$ cat config.mk
export PLATFORM = sky130hd
export DESIGN_NAME = mt64_front
export DESIGN_NICKNAME = d
export VERILOG_FILES = /design/src/rtl/mt64_pkg.sv /design/src/rtl/mt64_front.sv
export SDC_FILE = /design/constraint.sdc
export NUM_CORES = 1
export LEC_CHECK = 0
export ABC_AREA = 1
export BUFFER_PORTS_ARGS = -buffer_cell sky130_fd_sc_hd__clkbuf_2
export CAP_MARGIN = 10
export CORE_MARGIN = 4
export CORE_UTILIZATION = 24
export CTS_CLUSTER_DIAMETER = 120
export CTS_CLUSTER_SIZE = 8
export DETAILED_ROUTE_END_ITERATION = 6
export GPL_TIMING_DRIVEN = 0
export SYNTH_ARGS = -nofsm -noshare
export SYNTH_HDL_FRONTEND = slang
export SYNTH_SLANG_ARGS = --single-unit
$ cat constraint.sdc
create_clock -name clk -period 5.15 [get_ports clk]
set_input_delay 0.2575 -clock clk [delete_from_list [all_inputs] [get_ports clk]]
set_output_delay 0.2575 -clock clk [all_outputs]
set_load 0.03 [all_outputs]
$ cat src/rtl/mt64_pkg.sv
// Package for the 64-bit Mersenne Twister generator.
// Holds word constants, tempering function and shared types; no dependencies.
package mt64_pkg;

    localparam int Words = 312;
    localparam int Mid = 156;
    localparam int AddrW = 9;
    localparam logic [63:0] Mult = 64'h5851F42D4C957F2D;
    localparam logic [31:0] MultLo = 32'h4C957F2D;
    localparam logic [31:0] MultHi = 32'h5851F42D;
    localparam logic [63:0] TwistMask = 64'hB5026F5AA96619E9;
    localparam logic [63:0] UpperMask = 64'hFFFFFFFF80000000;
    localparam logic [63:0] LowerMask = 64'h000000007FFFFFFF;
    localparam logic [63:0] TemperD = 64'h5555555555555555;
    localparam logic [63:0] TemperB = 64'h71D67FFFEDA60000;
    localparam logic [63:0] TemperC = 64'hFFF7EEE000000000;
    localparam logic [63:0] DefaultSeed = 64'd5489;
    localparam logic [AddrW-1:0] LastAddr = AddrW'(Words - 1);
    localparam logic [AddrW-1:0] MidAddr = AddrW'(Mid);

    // One queued request between the front and the back.
    typedef struct packed {
        logic [63:0] bound;
        logic        raw;
    } req_t;

    // Temper one state word.
    function automatic logic [63:0] temper(input logic [63:0] w);
        logic [63:0] y;
        y = w;
        y = y ^ ((y >> 29) & TemperD);
        y = y ^ ((y << 17) & TemperB);
        y = y ^ ((y << 37) & TemperC);
        y = y ^ (y >> 43);
        return y;
    endfunction

    // Wrap an index onto the state ring.
    function automatic logic [AddrW-1:0] wrap(input logic [AddrW:0] a);
        logic [AddrW:0] s;
        s = (a >= (AddrW+1)'(Words)) ? a - (AddrW+1)'(Words) : a;
        return s[AddrW-1:0];
    endfunction

endpackage

$ cat src/rtl/mt64_front.sv
// Front end: accepts requests, classifies them and queues them.
// Depends on mt64_pkg.
module mt64_front (
    input  logic            clk,
    input  logic            rst_n,
    input  logic            in_valid,
    output logic            in_stall,
    input  logic [63:0]     bound,
    output logic            q_valid,
    input  logic            q_pop,
    output mt64_pkg::req_t  q_head
);

    mt64_pkg::req_t q_reg [2];
    logic [1:0] cnt_reg;
    logic       rd_reg;
    logic       wr_reg;
    logic       push;

    assign in_stall = (cnt_reg == 2'd2);
    assign push = in_valid && !in_stall;
    assign q_valid = (cnt_reg != 2'd0);
    assign q_head = q_reg[rd_reg];

    // Two-entry request queue.
    always_ff @(posedge clk or negedge rst_n)
    begin
        if (!rst_n)
        begin
            cnt_reg <= 2'd0;
            rd_reg <= 1'b0;
            wr_reg <= 1'b0;
        end
        else
        begin
            if (push)
            begin
                q_reg[wr_reg] <= '{bound: bound, raw: (bound == 64'd0)};
                wr_reg <= !wr_reg;
            end
            if (q_pop)
            begin
                rd_reg <= !rd_reg;
            end
            cnt_reg <= cnt_reg + 2'(push) - 2'(q_pop);
        end
    end

endmodule

# Yosys cells after proc, flatten, opt, wreduce, memory -nomap -nowiden
# Memories as Yosys holds them, arrays and structs flattened.
# Index checks and enable logic that the tools add are counted.
[word_totals] regBits=4 latch_bits=0 ram_bits=130 romBits=0 input_bits=68 wordCells=16 n_memories=1
[op_classes] addsub=2 mul=0 div=0 n_lt_le_gt_ge=0 eq_ne=1 shift=0 mux=2 bitwise_logic=0 n_reduce_logical=7
[mem_list] memory="q_reg" depth=2 word_bits=65 read_ports=1 rd_clocked_by_memory_dff=0 write_ports=1 line_no="mt64_front.sv:14" source="mt64_pkg::req_t q_reg [2];"
[op_table] op="64-bit logical NOT" n=1
[op_table] op="1-bit logical NOT" n=3
[op_table] op="2-bit by 1-bit adder with 2-bit output" n=1
[op_table] op="2-bit == test (second input constant)" n=1
[op_table] op="1-bit logical AND" n=2
[op_table] op="1-bit 2-to-1 mux" n=2
[op_table] op="2-bit nonzero test" n=1
[op_table] op="2-bit by 1-bit subtractor with 2-bit output" n=1

# Depth between registers and ports, before layout
# Gate-level depths: netlist of the first run.
[depth] word_depth=6 depth_mapped=7 mapped_depth_nobuf=7

# Worst setup path before layout of the first run
# Ideal clock, no wire load.
[synth_timing] path_kind="reg2reg" start="reg cnt_reg[1]" end="mem q_reg[0][0] in the netlist's numbering (enable)" setup_time_ns=0.568 arrival_ns=4.959 slack_ns=-0.377 stages_incl_launch_ff=4 synth_period_minus_slack_ns=5.527 cell_sequence="dfrtp_1 -> inv_1 -> o21ai_2 -> nor3_1"
[synth_via] elab_chain_cells=6
[synth_lines] element="start, declared" line_no="mt64_front.sv:15" source="logic [1:0] cnt_reg;"
[synth_lines] element="start signal, assigned" line_no="mt64_front.sv:45" source="cnt_reg <= cnt_reg + 2'(push) - 2'(q_pop);"
[synth_lines] element="2-bit == test" line_no="mt64_front.sv:20" source="assign in_stall = (cnt_reg == 2'd2);"
[synth_lines] element="1-bit logical NOT" line_no="mt64_front.sv:21" source="assign push = in_valid && !in_stall;"
[synth_lines] element="1-bit logical AND" line_no="mt64_front.sv:21"
[synth_lines] element="1-bit 2-to-1 mux" line_no="mt64_front.sv:36" source="if (push)"
[synth_lines] element="1-bit logical AND (implied by the code)" line_no="mt64_front.sv:38" source="q_reg[wr_reg] <= '{bound: bound, raw: (bound == 64'd0)};"
[synth_lines] element="1-bit 2-to-1 mux (implied by the code)" line_no="mt64_front.sv:38"
[synth_lines] element="end, declared" line_no="mt64_front.sv:14"
# No other way between the ends.

# Worst setup path after layout of the first run
[layout_timing] start="in rst_n" end="mem q_reg[1][41] in the netlist's numbering (enable)"
[layout_via] elab_chain_cells=2
[layout_lines] element="start, declared" line_no="mt64_front.sv:5" source="input logic rst_n,"
[layout_lines] element="1-bit logical AND (implied by the code)" line_no="mt64_front.sv:38"
[layout_lines] element="1-bit 2-to-1 mux (implied by the code)" line_no="mt64_front.sv:38"
# No other way between the ends.

==> results of run 1 <==
[metrics by stage]
stage               setup slack, ps  hold WS [ps]  utilization  instance area, um2
floorplan                      -377         -38.1            -                5360
global placement              -3140          70.1        0.291                6380
detailed placement             2690          75.2        0.298                6520
CTS                            2670          32.3        0.324                7080
global route                   2520          34.0        0.324                7080
finish                         2710          55.2        0.324                7080
[cells in the final DEF, fill, tap and decap left out]
| master | n |
|---|---|
| clkbuf_2 | 134 |
| edfxtp_1 | 130 |
| mux2_4 | 40 |
| nor2_1 | 33 |
| mux2_2 | 25 |
| inv_1 | 24 |
| clkbuf_16 | 17 |
| nand2_1 | 16 |
| buf_6 | 13 |
| clkbuf_1 | 5 |
| nand4_1 | 4 |
| dfrtp_1 | 4 |
| and2_1 | 3 |
| clkinv_2 | 3 |
| buf_2 | 2 |
| xnor2_1 | 2 |
| nor3_2 | 2 |
| xor2_1 | 2 |
| ha_1 | 2 |
| clkinv_1 | 2 |
| bufinv_16 | 2 |
| clkinvlp_4 | 2 |
| buf_4 | 2 |
| buf_8 | 2 |
| o21ai_2 | 1 |
| or2_2 | 1 |
| clkinv_4 | 1 |
| dlygate4sd3_1 | 1 |
[path summary, 6_finish.rpt]
kind | start | to
worst max-delay path | rst_n | q_reg[1][41]
worst min-delay path | bound[6] | q_reg[0][7]
worst max register to register | cnt_reg[1] | q_reg[1][41]
worst min register to register | cnt_reg[0] | cnt_reg[0]
max in group asynchronous | rst_n | wr_reg
min in group asynchronous | rst_n | cnt_reg[0]
[per-layer routing]
layer / track usage / up-vias
li1: - / 1418
met1: 0.110 / 1438
met2: 0.166 / 83
met3: 0.0316 / 6
met4: 0.0369 / 0
met5: 0 / -
[cell families (layout without fill, tap and decap cells)]
logic type      Yosys count  in the layout
compound gates            1              1
xor+xnor                  4              4
fa+ha+maj                 2              2
buf+inv                  31            210
flops                   134            134
mux                      65             65
simple gates             59             59
[critical path, delay by kind of cell]
family / cells / cell delay, ps
buffers and inverters: 6 / 1380
AND/OR/NAND/NOR: 1 / 890
[layout make-up]
type	instances	area, um2
Fill cell	2175	14800
Sequential cell	134	4000
Multi-Input combinational cell	131	1200
Timing Repair Buffer	147	816
Clock buffer	22	444
Tap cell	280	350
Clock inverter	10	106
Inverter	24	90.1
Buffer	7	66.3
[where the power goes]
group          switching (W)  total, W  internal (W)
combinational       0.000810   0.00133      0.000524
sequential         0.0000403   0.00140       0.00136
clock               0.000430   0.00114      0.000707
total                0.00128   0.00387       0.00259
==> reports/metrics.cfg, run 1 <==
[outcome]
outcome=finished, final reports clean

[timing]
rsz0062_at_grt=false
relSlewSlack=0.243
min_period_ps=2440
skew_ps=8.56
hold_viol=0
period_share=0.473
tightest_slew_ps=1130
fmax_mhz=410
setup_tns_ps=0
finalMaxSlewViolations=0
finalSetupViolCount=0

[final_layout]
area_growth_pct=32.2
instances_no_fill=755
drive_gt1_frac=0.520
antenna_cells=0
layout.nets=532
largest_reg_flops=130

[min_path]
hp-class=primary input to flip-flop
whs_path_depth=1

[setup_path]
required_ps=5260
crit_type=primary input to flip-flop
start_kind=primary input
end_kind=flip-flop
worst-path-max-fanout=12
critPathMaxStageDelay_ps=890
r2r_slack_ps=2750
ff2ff_path_depth=6
cp_cell_sequence=dlygate4sd3_1 > clkbuf_2 > inv_1 > nor3_2 > buf_8 > buf_6 > buf_6
crit_arrival_ps=2540
worst_path_max_delay_cell=nor3_2
cp_common_cell=buf_6

[global_route]
grt_pass1_wl_mm=17.7
first_global_vias=3250
antenna_found_initial=0
grt_usage=0.0957
grt_max_degree=17
grt-ovfl-total=0

[synth]
synth-main-ff-cell=edfxtp_1
synth_common_cells=edfxtp_1 (130), mux2_4 (40), nor2_1 (33)
ys_seq_area_frac=0.748
synth_compound_area_frac=0.00164
postSynthCellCount=296
yosys.area.top_type_share=0.729
synth_area_leaders=edfxtp_1 (73%), mux2_4 (11%), mux2_2 (5.3%), nor2_1 (2.3%), dfrtp_1 (1.9%)
synth.area.mux_share=0.165
synth_top_family_by_area=multiplexers
synth_fp_nets=366
synth_most_common_cell=edfxtp_1
synth-simple-area-share=0.0456
post_synth.cell_area_avg_um2=18.1
synth_cell_type_count=17
synth-edff-count=130
yosys.area.top_type=edfxtp_1
synth_xor_area_frac=0.00654
synth_seq_cells=134
synthAdderAreaFrac=0.00467
async_flop_share=0.0299
yosys_warnings=0
netlist_area_um2=5360

[detailed_routing]
dr.pass1.iters=4
drt_iter0_markers=73
drc=0
ant_nets=0
avgViaCountPerCell=3.90
highest_layer=met4
wl_met1_mm=4.89
route.met2.wl_mm=6.01
num_vias=2945
drt_wl_total_mm=11.7
route.met3.wl_um=665
wl_per_cell_um=15.5

[floorplan]
coreArea_um2=21900
dieArea_um2=24800
start_util=0.245
rows=54
die_h_um=157
ios=135
die_x_um=157

[clock_tree]
tritoncts=built
cts_resized=0
cts.hold.buffers_added=1
clkLatencyLatePin_ps=410
clk_path_buf_depth=2
cts_root_buf=clkbuf_16
cts-buffers-inserted=17
cts.clk_slew.worst_paths_ps=60
clkSinkCount=134
cts-htree-levels=4
post_cts_buffers=0

[job]
maxCapViolations=0

[placement]
io_buffer_count=134
dp_cells=722
dpl.hpwl_mm=8.91
place_congestion=0.701

[pwr]
p_total_w=0.00387
peakVddDrop_v=0.000232
p_per_area_nw_per_um2=546
leakage_nw=2.85

Note: power is estimated with default switching activity, not from simulation.
==> run 2, diff against run 1 <==
Clock period 5.15 ns to 2.5 ns, I/O delays scaled along.
==> run 2 against run 1 <==
  * Final area rose by 9.5%
  * Via count rose by 7.5%
  * Hold slack got worse by 6.7 ps
  * Non-clock buffer count rose by 59
  * Combinational power rose by 110%
  * Total power rose by 110%
  * Sequential cell count did not move
  * Sequential power rose by 110%
  * Final cell count rose by 7.8%
  * Clock-buffer cell count fell by 5
  * Clock power rose by 110%
  * Largest power group unchanged
==> reports/metrics.cfg, run 2 (same netlist as run 1, synthesis figures left out) <==
[outcome]
outcome=finished, final reports clean

[final_layout]
final_common_cell=clkbuf_2
instances_no_fill=814
final_cell_area_um2=7750
area_growth_pct=44.8
antenna_cells=0
largest_reg_flops=130
final_cell_mix=clkbuf_2 (134), edfxtp_1 (130), dlygate4sd3_1 (66)
drive_gt1_frac=0.466
layout.nets=591

[timing]
layout_setup_ws_ps=618
setup_tns_ps=0
skew_ps=7.63
fmax_mhz=531
hold_viol=0
min_period_ps=1880
relSlewSlack=0.412
rsz0062_at_grt=false
period_share=0.753
tightest_slew_ps=880
finalMaxSlewViolations=0
finalSetupViolCount=0

[pwr]
p_total_w=0.00810
leakage_nw=3.12
peakVddDrop_v=0.000472
p_per_area_nw_per_um2=1040

[placement]
placed_area_um2=6520
place_congestion=0.690
io_buffer_count=134
dp_cells=716
dpl_worst_slack_ps=538
dpl.hpwl_mm=8.41

[detailed_routing]
num_vias=3166
drc=0
dr.pass1.iters=4
drt_wl_total_mm=11.7
avgViaCountPerCell=3.89
ant_nets=0
drt_iter0_markers=71
wl_per_cell_um=14.3

[min_path]
hp-class=primary input to asynchronous set/reset pin

[setup_path]
cp_cell_sequence=inv_2 > o21ai_4 > nor3_4 > buf_8
crit_type=flip-flop to flip-flop
end_kind=flip-flop
critPathLaunch=cnt_reg[1]
start_kind=flip-flop
path_delay_family=simple AND/OR/NAND/NOR gates
critPathMaxStageDelay_ps=690
worst-path-max-fanout=19
required_ps=2600
crit_buf_inv=2
ff2ff_path_depth=4
reg2reg_from=cnt_reg[1]
crit_arrival_ps=1990
cp_num_cells=4
worst_path_max_delay_cell=nor3_4

[clock_tree]
cts.clk_slew.worst_paths_ps=60
cts-buffers-inserted=17
clkSinkCount=134
clk_path_buf_depth=2
post_cts_buffers=0
cts_root_buf=clkbuf_16
cts-htree-levels=4
cts_resized=0
tritoncts=built
clkLatencyLatePin_ps=410

[floorplan]
rows=54
dieArea_um2=24800
ios=135
coreArea_um2=21900
start_util=0.245
die_x_um=157
die_h_um=157

[global_route]
antenna_found_initial=0
grt_usage=0.0966
grt_max_degree=20
grt_pass1_wl_mm=17.9
first_global_vias=3389
grt-ovfl-total=0

[job]
maxCapViolations=0

[run 2: changes by cell type in the layout (fill, tap and decap cells not counted), moves of 4 or more]
cell and delta:
buf_6 -8, dlygate4sd3_1 +65, clkbuf_1 -5, inv_6 +4
clkinv_4 +5
[run 2: where the power goes]
part	internal [W]	total (W)	switching (W)
Combinational	0.00115	0.00283	0.00169
Sequential	0.00280	0.00289	0.0000883
Clock	0.00139	0.00238	0.000992
Total	0.00534	0.00810	0.00277
[run 2: final timing paths]
path,slack (ps),end
worst max-delay path,620,q_reg[0][19]
worst min-delay path,50,cnt_reg[0]
worst max register to register,620,q_reg[0][19]
worst min register to register,630,cnt_reg[0]
max in group asynchronous,2320,cnt_reg[1]
min in group clk,50,wr_reg
[run 2: area by class of cell]
class / instances / area (um2)
multi-input cells: 131 / 1220
well taps: 280 / 350
flip-flops and latches: 134 / 4000
clock buffers: 17 / 425
clock inverters: 15 / 146
inverters: 24 / 90.1
repair buffers: 206 / 1450
fillers: 2110 / 14100
plain buffers: 7 / 66.3
[run 2: stage by stage]
step / hold slack [ps] / util
floorplan: -171 / -
global placement: -59.8 / 0.293
detailed placement: -53.8 / 0.298
CTS: 18.3 / 0.354
global route: 37.7 / 0.354
finish: 48.5 / 0.354
[run 2: layer usage]
layer  wire [um]  track usage  vias up  share of wire
met5           0            0        -              0
met1        4940        0.112     1528           0.42
met4         128       0.0295        0          0.011
li1            -            -     1540              -
met2        5920        0.169       88           0.51
met3         669       0.0330       10          0.057
[run 2: repair_timing]
item / 4_1_cts / 5_1_grt
setup endpoints to repair: 0 / 0
hold buffers: 66 / 0
endpoints found under the hold margin: 133 / 0
